### src/rtl/ssa_pkg.sv
`timescale 1ns / 1ps

package ssa_pkg;

	// Fixed field widths of the command and request beats.
	localparam int CFG_W      = 11;
	localparam int SLOT_W     = 10;
	localparam int SECTOR_W   = 13;
	localparam int ADDR_W     = 32;

	// The bitmap is stored as words of this many slot bits.
	localparam int WORD_BITS  = 32;
	localparam int WORD_IDX_W = 5;

	// Reset value of the slot count register.
	localparam logic [CFG_W-1:0] SLOT_COUNT_RST = 11'd1024;

	typedef enum logic {
		CMD_ALLOC = 1'b0,
		CMD_FREE  = 1'b1
	} cmd_t;

	typedef enum logic {
		DIR_WRITE = 1'b0,
		DIR_READ  = 1'b1
	} dir_t;

	typedef enum logic [1:0] {
		ST_OK    = 2'd0,
		ST_FULL  = 2'd1,
		ST_RANGE = 2'd2
	} status_t;

	typedef enum logic [1:0] {
		SC_IDLE,
		SC_SCAN,
		SC_CHECK,
		SC_HAND
	} scan_state_t;

	// Command beat.
	typedef struct packed {
		cmd_t              cmd;
		logic [SLOT_W-1:0] slot;
		logic [ADDR_W-1:0] page_address;
	} ssa_in_t;

	// Sector request beat.
	typedef struct packed {
		status_t             status;
		dir_t                direction;
		logic [SLOT_W-1:0]   slot_num;
		logic [SECTOR_W-1:0] sector;
		logic [ADDR_W-1:0]   buffer_address;
		logic                last;
	} ssa_out_t;

	// Resolved command handed from the bitmap scanner to the request emitter.
	typedef struct packed {
		status_t             status;
		dir_t                direction;
		logic [SLOT_W-1:0]   slot_num;
		logic [SECTOR_W-1:0] sector;
		logic [ADDR_W-1:0]   page_address;
	} ssa_job_t;

endpackage

### src/rtl/ssa_bitmap.sv
`timescale 1ns / 1ps

module ssa_bitmap import ssa_pkg::*; #(
	parameter int MAX_SLOTS = 1024,
	localparam int WORDS    = (MAX_SLOTS + WORD_BITS - 1) / WORD_BITS,
	localparam int WW       = (WORDS > 1) ? $clog2(WORDS) : 1
) (
	input  logic                 clk,
	input  logic                 arst_n,
	input  logic                 rd_en,
	input  logic [WW-1:0]        rd_addr,
	output logic [WORD_BITS-1:0] rd_data,
	input  logic                 wr_en,
	input  logic [WW-1:0]        wr_addr,
	input  logic [WORD_BITS-1:0] wr_data,
	output logic                 busy
);

	logic [WORD_BITS-1:0] mem [WORDS];
	logic [WORD_BITS-1:0] rd_data_q;
	logic [WW-1:0]        clr_q;
	logic                 busy_q;

	// After reset, one word per cycle is cleared until the whole bitmap is free.
	always_ff @(posedge clk or negedge arst_n) begin
		if (!arst_n) begin
			clr_q  <= '0;
			busy_q <= 1'b1;
		end else if (busy_q) begin
			if (clr_q == WW'(WORDS - 1)) begin
				busy_q <= 1'b0;
			end else begin
				clr_q <= clr_q + 1'b1;
			end
		end
	end

	// Single write port, shared by the clearing pass and the update path.
	always_ff @(posedge clk) begin
		if (busy_q) begin
			mem[clr_q] <= '0;
		end else if (wr_en) begin
			mem[wr_addr] <= wr_data;
		end
	end

	// Registered read port.
	always_ff @(posedge clk) begin
		if (rd_en) begin
			rd_data_q <= mem[rd_addr];
		end
	end

	assign rd_data = rd_data_q;
	assign busy    = busy_q;

endmodule

### src/rtl/ssa_scan.sv
`timescale 1ns / 1ps

module ssa_scan import ssa_pkg::*; #(
	parameter int MAX_SLOTS        = 1024,
	parameter int SECTORS_PER_SLOT = 8,
	localparam int WORDS           = (MAX_SLOTS + WORD_BITS - 1) / WORD_BITS,
	localparam int WW              = (WORDS > 1) ? $clog2(WORDS) : 1
) (
	input  logic                 clk,
	input  logic                 arst_n,
	input  logic [CFG_W-1:0]     slot_count,
	input  logic                 in_valid,
	output logic                 in_stall,
	input  ssa_in_t              in_data,
	output logic                 rd_en,
	output logic [WW-1:0]        rd_addr,
	input  logic [WORD_BITS-1:0] rd_data,
	output logic                 wr_en,
	output logic [WW-1:0]        wr_addr,
	output logic [WORD_BITS-1:0] wr_data,
	input  logic                 mem_busy,
	output logic                 job_valid,
	input  logic                 job_ready,
	output ssa_job_t             job
);

	localparam int SIW   = WW + WORD_IDX_W;
	localparam int LW    = (SIW + 1 > CFG_W) ? SIW + 1 : CFG_W;
	localparam int MW    = $clog2(SECTORS_PER_SLOT + 1);
	localparam int PW    = LW + MW;

	// Index of the lowest set bit of a bitmap word.
	function automatic logic [WORD_IDX_W-1:0] lowest_set(input logic [WORD_BITS-1:0] v);
		logic [WORD_IDX_W-1:0] idx;
		idx = '0;
		for (int j = WORD_BITS - 1; j >= 0; j--) begin
			if (v[j]) begin
				idx = WORD_IDX_W'(j);
			end
		end
		return idx;
	endfunction

	scan_state_t          state_q, state_d;
	cmd_t                 cmd_q;
	logic [SLOT_W-1:0]    slot_q;
	logic [ADDR_W-1:0]    page_q;
	logic [WW:0]          word_q;
	logic [WW:0]          hint_q;
	logic [WORD_BITS-1:0] mask_s1;
	ssa_job_t             job_q;

	logic [LW-1:0]         limit;
	logic [LW-1:0]         in_slot_ext;
	logic                  in_slot_ok;
	logic [WW:0]           in_word;
	logic [LW-1:0]         base;
	logic                  base_ok;
	logic [LW-1:0]         rem;
	logic [WORD_BITS-1:0]  mask;
	logic [WORD_BITS-1:0]  avail;
	logic                  found;
	logic [WORD_IDX_W-1:0] found_bit;
	logic [WORD_IDX_W-1:0] bit_sel;
	logic [WORD_BITS-1:0]  onehot;
	logic [LW-1:0]         free_slot_ext;
	logic [WW:0]           free_word;
	logic [LW-1:0]         sel_slot;
	logic [PW-1:0]         sector_prod;
	logic [WORD_BITS-1:0]  new_word;
	logic                  accept;

	// Slot count register values above the bitmap size act as the bitmap size.
	assign limit = (LW'(slot_count) > LW'(MAX_SLOTS)) ? LW'(MAX_SLOTS) : LW'(slot_count);

	// Range check and word address of a slot given with a free command.
	assign in_slot_ext   = LW'(in_data.slot);
	assign in_slot_ok    = in_slot_ext < limit;
	assign in_word       = (WW + 1)'(in_slot_ext >> WORD_IDX_W);
	assign free_slot_ext = LW'(slot_q);
	assign free_word     = (WW + 1)'(free_slot_ext >> WORD_IDX_W);

	// Slots of the current word that lie below the active slot count.
	assign base    = LW'(word_q) << WORD_IDX_W;
	assign base_ok = base < limit;
	assign rem     = limit - base;
	assign mask    = (rem >= LW'(WORD_BITS)) ? '1
		: ((WORD_BITS'(1) << rem[WORD_IDX_W-1:0]) - WORD_BITS'(1));

	// First free slot in the word just read.
	assign avail     = ~rd_data & mask_s1;
	assign found     = |avail;
	assign found_bit = lowest_set(avail);

	// Read-modify-write of the addressed bitmap word.
	assign bit_sel  = (cmd_q == CMD_ALLOC) ? found_bit : slot_q[WORD_IDX_W-1:0];
	assign onehot   = WORD_BITS'(1) << bit_sel;
	assign new_word = (cmd_q == CMD_ALLOC) ? (rd_data | onehot) : (rd_data & ~onehot);

	// First sector of the chosen slot.
	assign sel_slot    = (cmd_q == CMD_ALLOC)
		? ((LW'(word_q) << WORD_IDX_W) | LW'(found_bit)) : free_slot_ext;
	assign sector_prod = PW'(sel_slot) * PW'(SECTORS_PER_SLOT);

	assign accept = (state_q == SC_IDLE) && in_valid && !mem_busy;

	// Next state.
	always_comb begin
		state_d = state_q;
		case (state_q)
			SC_IDLE: begin
				if (accept) begin
					state_d = (in_data.cmd == CMD_FREE && !in_slot_ok) ? SC_HAND : SC_SCAN;
				end
			end
			SC_SCAN: begin
				state_d = (cmd_q == CMD_ALLOC && !base_ok) ? SC_HAND : SC_CHECK;
			end
			SC_CHECK: begin
				state_d = (cmd_q == CMD_ALLOC && !found) ? SC_SCAN : SC_HAND;
			end
			SC_HAND: begin
				if (job_ready) begin
					state_d = SC_IDLE;
				end
			end
			default: begin
				state_d = SC_IDLE;
			end
		endcase
	end

	// Handshake and memory strobes.
	always_comb begin
		in_stall  = (state_q != SC_IDLE) || mem_busy;
		rd_en     = (state_q == SC_SCAN) && (cmd_q == CMD_FREE || base_ok);
		wr_en     = (state_q == SC_CHECK) && (cmd_q == CMD_FREE || found);
		job_valid = (state_q == SC_HAND);
	end

	assign rd_addr = word_q[WW-1:0];
	assign wr_addr = word_q[WW-1:0];
	assign wr_data = new_word;
	assign job     = job_q;

	always_ff @(posedge clk or negedge arst_n) begin
		if (!arst_n) begin
			state_q <= SC_IDLE;
		end else begin
			state_q <= state_d;
		end
	end

	// Search hint: every word below it is completely used.
	always_ff @(posedge clk or negedge arst_n) begin
		if (!arst_n) begin
			hint_q <= '0;
		end else if (state_q == SC_CHECK) begin
			if (cmd_q == CMD_ALLOC && found) begin
				hint_q <= (new_word == '1) ? word_q + 1'b1 : word_q;
			end else if (cmd_q == CMD_FREE && free_word < hint_q) begin
				hint_q <= free_word;
			end
		end
	end

	// Command capture, word walk and result build.
	always_ff @(posedge clk) begin
		case (state_q)
			SC_IDLE: begin
				if (accept) begin
					cmd_q  <= in_data.cmd;
					slot_q <= in_data.slot;
					page_q <= in_data.page_address;
					word_q <= (in_data.cmd == CMD_ALLOC) ? hint_q : in_word;
					job_q.status       <= ST_RANGE;
					job_q.direction    <= DIR_READ;
					job_q.slot_num     <= in_data.slot;
					job_q.sector       <= '0;
					job_q.page_address <= '0;
				end
			end
			SC_SCAN: begin
				mask_s1 <= mask;
				job_q.status       <= ST_FULL;
				job_q.direction    <= DIR_WRITE;
				job_q.slot_num     <= '0;
				job_q.sector       <= '0;
				job_q.page_address <= '0;
			end
			SC_CHECK: begin
				if (cmd_q == CMD_ALLOC && !found) begin
					word_q <= word_q + 1'b1;
				end else begin
					job_q.status       <= ST_OK;
					job_q.direction    <= (cmd_q == CMD_ALLOC) ? DIR_WRITE : DIR_READ;
					job_q.slot_num     <= sel_slot[SLOT_W-1:0];
					job_q.sector       <= sector_prod[SECTOR_W-1:0];
					job_q.page_address <= page_q;
				end
			end
			default: begin
			end
		endcase
	end

endmodule

### src/rtl/ssa_emit.sv
`timescale 1ns / 1ps

module ssa_emit import ssa_pkg::*; #(
	parameter int SECTORS_PER_SLOT = 8,
	parameter int SECTOR_BYTES     = 512
) (
	input  logic     clk,
	input  logic     arst_n,
	input  logic     job_valid,
	output logic     job_ready,
	input  ssa_job_t job,
	output logic     out_valid,
	input  logic     out_stall,
	output ssa_out_t out_data
);

	localparam int CW = (SECTORS_PER_SLOT > 1) ? $clog2(SECTORS_PER_SLOT) : 1;

	logic                busy_q;
	logic                out_valid_q;
	ssa_job_t            cur_q;
	logic [CW-1:0]       cnt_q;
	logic [SECTOR_W-1:0] sec_q;
	logic [ADDR_W-1:0]   addr_q;
	ssa_out_t            out_q;

	logic     load;
	logic     take_job;
	logic     beat_last;
	ssa_out_t beat;

	// The output register takes a new beat when empty or when its beat leaves.
	assign load     = !out_valid_q || !out_stall;
	assign take_job = job_valid && !busy_q;

	// Error results are a single beat; requests end after the slot's last sector.
	assign beat_last = (cur_q.status != ST_OK) || (cnt_q == CW'(SECTORS_PER_SLOT - 1));

	always_comb begin
		beat.status         = cur_q.status;
		beat.direction      = cur_q.direction;
		beat.slot_num       = cur_q.slot_num;
		beat.sector         = sec_q;
		beat.buffer_address = addr_q;
		beat.last           = beat_last;
	end

	always_ff @(posedge clk or negedge arst_n) begin
		if (!arst_n) begin
			busy_q      <= 1'b0;
			out_valid_q <= 1'b0;
		end else begin
			if (take_job) begin
				busy_q <= 1'b1;
			end else if (busy_q && load && beat_last) begin
				busy_q <= 1'b0;
			end
			if (load) begin
				out_valid_q <= busy_q;
			end
		end
	end

	// Sector number and buffer address step once per beat.
	always_ff @(posedge clk) begin
		if (take_job) begin
			cur_q  <= job;
			cnt_q  <= '0;
			sec_q  <= job.sector;
			addr_q <= job.page_address;
		end else if (busy_q && load) begin
			out_q  <= beat;
			cnt_q  <= cnt_q + 1'b1;
			sec_q  <= sec_q + 1'b1;
			addr_q <= addr_q + ADDR_W'(SECTOR_BYTES);
		end
	end

	assign job_ready = !busy_q;
	assign out_valid = out_valid_q;
	assign out_data  = out_q;

endmodule

### src/rtl/swap_slot_allocator_top.sv
// First-fit swap slot allocator.
// Command channel (in_valid, in_stall, in_data): cmd 0 takes the lowest free slot
// below the active slot count, marks it used and issues one sector write request
// per sector of the slot; cmd 1 issues sector read requests for the given slot and
// frees it. A full bitmap or an out-of-range slot gives a single error beat.
// Request channel (out_valid, out_stall, out_data): one beat per sector, last set on
// the final beat of a command. The buffer address steps by SECTOR_BYTES per beat.
// The slot count register is written through cfg_wr_en and cfg_wr_data; values
// above MAX_SLOTS act as MAX_SLOTS.
// Search: a free in range reads and rewrites the word that holds its slot; an
// allocate walks the bitmap one 32-slot word at a time from the search hint,
// reading each word in SC_SCAN and checking and rewriting it in SC_CHECK, as
// the bitmap's read port is registered. The next command is taken while the
// current one's beats drain.
// Reset clears the bitmap one word per cycle; in_stall stays high during that
// pass. When the receiver stalls, the current beat is held and emission pauses
// without loss.
`timescale 1ns / 1ps

module swap_slot_allocator_top import ssa_pkg::*; #(
	parameter int MAX_SLOTS        = 1024,
	parameter int SECTORS_PER_SLOT = 8,
	parameter int SECTOR_BYTES     = 512
) (
	input  logic             clk,
	input  logic             arst_n,
	input  logic             cfg_wr_en,
	input  logic [CFG_W-1:0] cfg_wr_data,
	input  logic             in_valid,
	output logic             in_stall,
	input  ssa_in_t          in_data,
	output logic             out_valid,
	input  logic             out_stall,
	output ssa_out_t         out_data
);

	localparam int WORDS = (MAX_SLOTS + WORD_BITS - 1) / WORD_BITS;
	localparam int WW    = (WORDS > 1) ? $clog2(WORDS) : 1;

	logic [CFG_W-1:0]     slot_count_q;
	logic                 rd_en;
	logic [WW-1:0]        rd_addr;
	logic [WORD_BITS-1:0] rd_data;
	logic                 wr_en;
	logic [WW-1:0]        wr_addr;
	logic [WORD_BITS-1:0] wr_data;
	logic                 mem_busy;
	logic                 job_valid;
	logic                 job_ready;
	ssa_job_t             job;

	// Slot count register.
	always_ff @(posedge clk or negedge arst_n) begin
		if (!arst_n) begin
			slot_count_q <= SLOT_COUNT_RST;
		end else if (cfg_wr_en) begin
			slot_count_q <= cfg_wr_data;
		end
	end

	ssa_bitmap #(
		.MAX_SLOTS(MAX_SLOTS)
	) u_bitmap (
		.clk     (clk),
		.arst_n  (arst_n),
		.rd_en   (rd_en),
		.rd_addr (rd_addr),
		.rd_data (rd_data),
		.wr_en   (wr_en),
		.wr_addr (wr_addr),
		.wr_data (wr_data),
		.busy    (mem_busy)
	);

	ssa_scan #(
		.MAX_SLOTS        (MAX_SLOTS),
		.SECTORS_PER_SLOT (SECTORS_PER_SLOT)
	) u_scan (
		.clk        (clk),
		.arst_n     (arst_n),
		.slot_count (slot_count_q),
		.in_valid   (in_valid),
		.in_stall   (in_stall),
		.in_data    (in_data),
		.rd_en      (rd_en),
		.rd_addr    (rd_addr),
		.rd_data    (rd_data),
		.wr_en      (wr_en),
		.wr_addr    (wr_addr),
		.wr_data    (wr_data),
		.mem_busy   (mem_busy),
		.job_valid  (job_valid),
		.job_ready  (job_ready),
		.job        (job)
	);

	ssa_emit #(
		.SECTORS_PER_SLOT (SECTORS_PER_SLOT),
		.SECTOR_BYTES     (SECTOR_BYTES)
	) u_emit (
		.clk       (clk),
		.arst_n    (arst_n),
		.job_valid (job_valid),
		.job_ready (job_ready),
		.job       (job),
		.out_valid (out_valid),
		.out_stall (out_stall),
		.out_data  (out_data)
	);

endmodule

### config.mk
export PLATFORM = sky130hd
export DESIGN_NAME = swap_slot_allocator_top
export DESIGN_NICKNAME = d
export VERILOG_FILES = /design/src/rtl/ssa_pkg.sv /design/src/rtl/ssa_bitmap.sv /design/src/rtl/ssa_scan.sv /design/src/rtl/ssa_emit.sv /design/src/rtl/swap_slot_allocator_top.sv
export SDC_FILE = /design/constraint.sdc
export NUM_CORES = 2
export LEC_CHECK = 0
export BUFFER_PORTS_ARGS = -buffer_cell sky130_fd_sc_hd__buf_2
export CAP_MARGIN = 20
export CORE_UTILIZATION = 35
export DETAILED_ROUTE_END_ITERATION = 7
export GPL_TIMING_DRIVEN = 0
export HOLD_SLACK_MARGIN = 0.02
export SKIP_CTS_REPAIR_TIMING = 1
export SYNTH_ARGS = -nofsm -noshare
export SYNTH_HDL_FRONTEND = slang
export SYNTH_HIERARCHICAL = 1
export SYNTH_SLANG_ARGS = --single-unit
### constraint.sdc
create_clock -name clk -period 13.9 [get_ports clk]
set_input_delay 2.78 -clock clk [delete_from_list [all_inputs] [get_ports clk]]
set_output_delay 2.78 -clock clk [all_outputs]
set_load 0.05 [all_outputs]
# --- Word-level counts from Yosys, hierarchy flattened ---
# Memory sizes are Yosys's and may differ from the RTL's. A register that Yosys moved wholly into a read port is not among the register bits.
# Cells that the tools add are included.
classes:
  order_cmp: 5
  addsub: 7
  div_mod_pow: 0
  reduce_logical: 41
  bitwise_logic: 9
  n_shift: 2
  n_eq_ne: 10
  multipliers: 0
  n_mux: 69
ops:
  columns: ["operator", "n"]
  rows:
  - ["$pmux 58 s3", 1]
  - ["$mux 5", 34]
  - ["$mux 32", 4]
  - ["$mux 58", 2]
  - ["$and 32x32->32", 2]
  - ["$not 32->32", 2]
  - ["$reduce_or 32->1", 2]
  - ["$shl 1x5->32 const A", 2]
  - ["$mux 6", 6]
  - ["$add 32x10->32 const B", 1]
  - ["$eq 32x32->1 const B", 1]
  - ["$or 32x32->32", 1]
  - ["$sub 32x1->32 const B", 1]
  - ["$mux 13", 2]
  - ["$add 13x1->13 const B", 1]
  - ["$logic_and 1x1->1", 12]
  - ["$mux 1", 12]
  - ["$pmux 6 s2", 1]
  - ["$reduce_bool 2->1", 6]
  - ["$ge 11x6->1 const B", 1]
  - ["$gt 11x11->1 const B", 1]
  - ["$lt 10x11->1", 1]
  - ["$lt 11x11->1", 1]
  - ["$mux 11", 1]
  - ["22 further kinds", 45]
totals:
  wordCells: 173
  register_bits: 286
  mem_bits_ro: 0
  n_memories: 1
  ram_bits: 1024
  latchBits: 0
  out_inout_bits: 61
mem_list:
  columns: ["name", "words", "width", "read_ports", "rd_clocked_by_memory_dff", "wr", "line", "source"]
  rows:
  - ["u_bitmap.mem", 32, 32, 1, 1, 1, "ssa_bitmap.sv:19", "logic [WORD_BITS-1:0] mem [WORDS];"]

# --- Longest topological paths before layout ---
depth:
  word_depth: 42
  ltp_mapped: 16
  mapped_depth_nobuf: 14

# --- By module ---
# Netlist, hierarchy kept.
modules_own_cells:
  columns: ["mod", "n_inst", "cells_per_inst", "area_per_inst_um2", "seq_area_each_um2"]
  rows:
  - ["ssa_bitmap", 1, 2328, 41392.2, 31861.8]
  - ["ssa_scan", 1, 791, 8369.3, 4284.1]
  - ["ssa_emit", 1, 334, 4795.8, 3623.5]
  - ["swap_slot_allocator_top", 1, 23, 449.2, 276.5]

# --- Worst setup path after synthesis ---
# No wires, ideal clock.
synth_path:
  path_kind: "in2reg"
  from: "input in_valid"
  to: "register u_scan.job_q, in the netlist u_scan/job[0] (enable)"
  cell_stages: 2
  required_time_ps: 13408
  setup_slack_ps: 7729
  arrival_time_ps: 5679
  path_buffers: 0
  cell_sequence: "nand3b_1 > a22oi_1"
synth_via:
  elab_chain_cells: 4
synth_lines:
  columns: ["item", "line", "source"]
  rows:
  - ["start: declaration", "swap_slot_allocator_top.sv:29", "input logic in_valid,"]
  - ["$logic_and 1x1->1 (2 in a row)", "ssa_scan.sv:105", "assign accept = (state_q == SC_IDLE) && in_valid && !mem_busy;"]
  - ["$ne 2x1->1 (no line)", null, null]
  - ["$reduce_and 3->1 (no line)", null, null]
  - ["end: declaration", "ssa_scan.sv:51", "ssa_job_t job_q;"]
# Every way passes these cells.
# A chain may end at the register's enable or synchronous reset.

# --- Worst setup path in the final report ---
layout_path:
  from: "register u_scan.mask_s1[16]"
  to: "memory u_bitmap.mem[17][24] (enable)"
layout_via:
  elab_chain_cells: 9
  elab_cells_between_ends: 10
  classes_between: "5 x mux; 1 x bitwise; 4 x reduce/logical"
layout_lines:
  columns: ["item", "line", "source"]
  rows:
  - ["start: declaration", "ssa_scan.sv:50", "logic [WORD_BITS-1:0] mask_s1;"]
  - ["start signal: assignment", "ssa_scan.sv:184", "mask_s1 <= mask;"]
  - ["$and 32x32->32 *", "ssa_scan.sv:91", "assign avail = ~rd_data & mask_s1;"]
  - ["$reduce_or 32->1 *", "ssa_scan.sv:92", "assign found = |avail;"]
  - ["$logic_or 1x1->1 *", "ssa_scan.sv:137", "wr_en = (state_q == SC_CHECK) && (cmd_q == CMD_FREE || found);"]
  - ["$logic_and 1x1->1 *", "ssa_scan.sv:137", null]
  - ["via wr_en", "swap_slot_allocator_top.sv:44", "logic wr_en;"]
  - ["$mux 1 *", "ssa_bitmap.sv:42", "end else if (wr_en) begin"]
  - ["$mux 1 *", "ssa_bitmap.sv:40", "if (busy_q) begin"]
  - ["$mux 1 (implied by the code) *", "ssa_bitmap.sv:43", "mem[wr_addr] <= wr_data;"]
  - ["$reduce_or 32->1 (no line)", null, null]
  - ["$mux 5 (no line) / $mux 1 (equally long branches)", null, null]
  - ["end: declaration", "ssa_bitmap.sv:19", null]
# Mark *: on every way through the listed nets, which the timed path passes. The rest lies on a longest branch.

==> impl_metrics.sql <==
INSERT INTO impl_metrics (metric_group, metric, value, unit) VALUES
('outcome', 'outcome', 'complete, no violations', ''),
('placement', 'place_worst_setup_slack', '8.76', 'ns'),
('critical_path', 'timing.critical_path.buf_inv', '3', ''),
('floorplanning', 'placeableCoreArea', '156000', 'um^2'),
('power_and_ir_drop', 'clockPowerShare', '27.7', '%'),
('detailed_routing', 'routed_antenna_nets', '0', ''),
('job', 'cap_violations', '0', ''),
('detailed_routing', 'totalWireLength', '142', 'mm'),
('synthesis', 'synthDistinctLibCells', '92', ''),
('synthesis', 'async_reset_ff_share', '2.02', '%'),
('floorplanning', 'dieWidth', '398', 'um'),
('grt', 'initial_antenna_violation_count', '4', ''),
('sta', 'drv_slew', '0', ''),
('sta', 'setup-tns-final', '0', 'ns'),
('power_and_ir_drop', 'switching_share', '33.8', '%'),
('power_and_ir_drop', 'report.power.total', '12.7', 'mW'),
('critical_path', 'critical_path.slowest_cell', 'sky130_fd_sc_hd__nor2_4', ''),
('final_layout', 'nets', '3894', ''),
('power_and_ir_drop', 'peak_supply_drop', '146', 'uV'),
('detailed_routing', 'via_count', '31400', ''),
('final_layout', 'layout_overhead_on_the_synthesized_area', '16.7', '%'),
('clocking', 'clk_root_buffer_cell', 'sky130_fd_sc_hd__clkbuf_16', ''),
('power_and_ir_drop', 'combinationalPowerShare', '29.7', '%'),
('synthesis', 'netlist.top_cell.by_area', 'sky130_fd_sc_hd__edfxtp_1', ''),
('critical_path', 'cp.arrival', '5.65', 'ns'),
('grt', 'grt_pass1_wl', '205', 'mm'),
('grt', 'first_global_vias', '30500', ''),
('critical_path', 'worstPathCellList', 'nor2b_1 -> nor4_2 -> nor4b_2 -> nand2_1 -> o21ai_0 -> inv_1 -> nor2b_1 -> buf_2 -> mux2i_2 -> nor2b_1 -> nand2_1 -> nor2_4 -> buf_16', ''),
('synthesis', 'ys_ff_latch', '1339', ''),
('synthesis', 'synth-edff-count', '1309', ''),
('sta', 'tightestPinTransition', '1.14', 'ns'),
('worst_hold_path', 'min-delay-path-class', 'flop to flop', ''),
('floorplanning', 'std_cell_rows', '145', ''),
('sta', 'shortest_clock_period_the_worst_path_allows_after_layout', '5.20', 'ns'),
('power_and_ir_drop', 'seqPwrFrac', '42.5', '%'),
('power_and_ir_drop', 'power.switching', '4.29', 'mW'),
('grt', 'grt.total_usage', '17.6', '%'),
('sta', 'grt_setup_unrepaired', 'no', ''),
('detailed_routing', 'route.detailed.vias_per_inst', '5.26', ''),
('sta', 'maxClockFrequency', '0.192', 'GHz'),
('synthesis', 'syn-mean-instance-area', '15.8', 'um^2'),
('clocking', 'cts_tree', 'done', ''),
('grt', 'grt_remaining_overflow', '0', ''),
('placement', 'dp.final_hpwl', '96.2', 'mm'),
('final_layout', 'postLayoutCoreUtil', '41.1', '%'),
('sta', 'post_route_setup_slack', '8.70', 'ns'),
('clocking', 'worstSkewPairLatency', '0.76', 'ns'),
('synthesis', 'synth_sequential_area_ratio', '72.8', '%'),
('grt', 'grt_start_max_net_pins', '42', ''),
('detailed_routing', 'drt_pre_antenna_iters', '5', ''),
('synthesis', 'netlist_area', '55000', 'um^2'),
('critical_path', 'critPathMaxFanout', '19', ''),
('final_layout', 'layout-drive-gt1-share', '14.5', '%'),
('sta', 'finClkSkew', '0.0254', 'ns'),
('clocking', 'numCtsBuffers', '133', ''),
('clocking', 'max-clock-path-buffers', '3', ''),
('sta', 'setup_violations', '0', ''),
('detailed_routing', 'violation_count_after_the_first_detailed_routing_iteration', '2995', ''),
('clocking', 'ctsHtreeMaxLevel', '4', ''),
('critical_path', 'worstSetupEndpointType', 'flop', ''),
('floorplanning', 'fp.dieArea', '159000', 'um^2'),
('sta', 'slew_headroom', '23.9', '%'),
('synthesis', 'synth_warnings', '6', ''),
('floorplanning', 'initial_utilization', '35.3', '%'),
('sta', 'finalCritPeriodShare', '37.4', '%'),
('power_and_ir_drop', 'internal-power', '8.39', 'mW'),
('synthesis', 'number_of_instances_in_the_synthesized_netlist', '3476', ''),
('critical_path', 'timing.critical_path.mode_cell', 'sky130_fd_sc_hd__nor2b_1', ''),
('critical_path', 'cp_top_family', 'simple AND/OR/NAND/NOR gates', ''),
('critical_path', 'timing.critical_path.slowest_cell_delay', '0.82', 'ns'),
('placement', 'portBuffers', '119', '');
## cell families (layout without fill, tap and decap cells)
kind of cell | Yosys count | in the layout | synth area share, %
compound gates | 554 | 554 | 6.72
fa+ha+maj | 32 | 32 | 0.742
simple gates | 727 | 727 | 6.72
buf+inv | 238 | 664 | 2.33
flops | 1339 | 1339 | 72.8
xor+xnor | 41 | 41 | 0.653
other cells | 1 | 4 | 0.00682
mux | 544 | 544 | 10.0
## state kept, by name (all words and copies together) (netlist names)
register	flops
slot_count_q	11
u_bitmap/busy	1
u_bitmap/clr_q	5
u_bitmap/mem	1024
u_bitmap/rd_data	32
u_emit/addr_q	32
u_emit/beat	13
u_emit/busy_q	1
u_emit/cnt_q	3
u_emit/out_data	59
u_emit/out_valid	1
u_emit/sec_q	13
u_scan/cmd_q	1
u_scan/hint_q	6
u_scan/job	55
u_scan/mask_s1	32
u_scan/page_q	32
u_scan/slot_q	10
u_scan/state_q	2
u_scan/word_q	6
## cell type report
class | instances | area [um^2] | share of cell area [%]
flip-flops and latches | 1339 | 40000 | 62.4
multi-input cells | 1901 | 14000 | 21.7
clock buffers | 171 | 3630 | 5.65
well taps | 2058 | 2570 | 4.01
repair buffers | 190 | 2110 | 3.28
plain buffers | 193 | 1120 | 1.74
clock inverters | 65 | 598 | 0.932
inverters | 45 | 169 | 0.263
diodes | 1 | 2.50 | 0.00390
## metrics by stage
step | area (um^2) | cells | hold WS (ns)
2_1_floorplan | 55000 | 3478 | 0.400
3_3_place_gp | 58200 | 5655 | 0.402
3_5_place_dp | 59700 | 5715 | 0.405
4_1_cts | 63900 | 5951 | 0.411
5_1_grt | 64200 | 5962 | 0.419
6_report | 64200 | 5963 | 0.415
## worst register-to-register path: cells and delay by family, from the launching register on
| kind | cells | cell delay [ns] |
|---|---|---|
| simple gates | 8 | 2.73 |
| buf+inv | 3 | 0.83 |
| compound gates | 1 | 0.52 |
| mux | 1 | 0.40 |
| flops | 1 | 0.38 |
## final timing paths
kind | start | to | depth (start not counted)
hold / removal | u_emit/beat[50] | u_emit/out_data[50] | 0
hold reg to reg | u_emit/beat[50] | u_emit/out_data[50] | 0
setup / recovery | u_scan/mask_s1[16] | u_bitmap/mem[17][24] | 13
max in group asynchronous | arst_n | u_bitmap/clr_q[0] | 1
min in group asynchronous | arst_n | u_emit/out_valid | 1
setup reg to reg | u_scan/mask_s1[16] | u_bitmap/mem[17][24] | 13
## placed cells by master (no fill, tap or decap), drive strengths merged, types with 24 or more instances in the layout
| cell type | instances |
|---|---|
| o21ai | 80 |
| inv | 52 |
| and2 | 84 |
| a22oi | 99 |
| buf | 300 |
| nand3 | 131 |
| xnor2 | 30 |
| a31oi | 61 |
| clkbuf | 254 |
| dfrtp | 25 |
| nand2b | 41 |
| nor2b | 32 |
| clkinv | 46 |
| a21oi | 156 |
| nor2 | 96 |
| nand2 | 207 |
| mux2i | 528 |
| a22o | 66 |
| nor3 | 56 |
| nand4 | 24 |
| edfxtp | 1309 |
| ha | 31 |
## power groups by stage
stage               logic [mW]  registers [mW]  clock network [mW]
floorplan                 2.15            5.57                   0
global placement          3.52            5.52                   0
global route              4.01            5.43                3.74
CTS                       3.71            5.40                3.59
detailed placement        3.70            5.47                   0
finish                    3.77            5.40                3.52
## layer usage
metal / GRT usage, % / wire [um] / up-vias
li1: - / - / 14200
met1: 24.2 / 62700 / 15900
met2: 28.6 / 67300 / 1091
met3: 2.92 / 9340 / 188
met4: 5.34 / 3050 / 0
met5: 0 / 0 / -
Note: power is estimated with default switching activity, not from simulation.
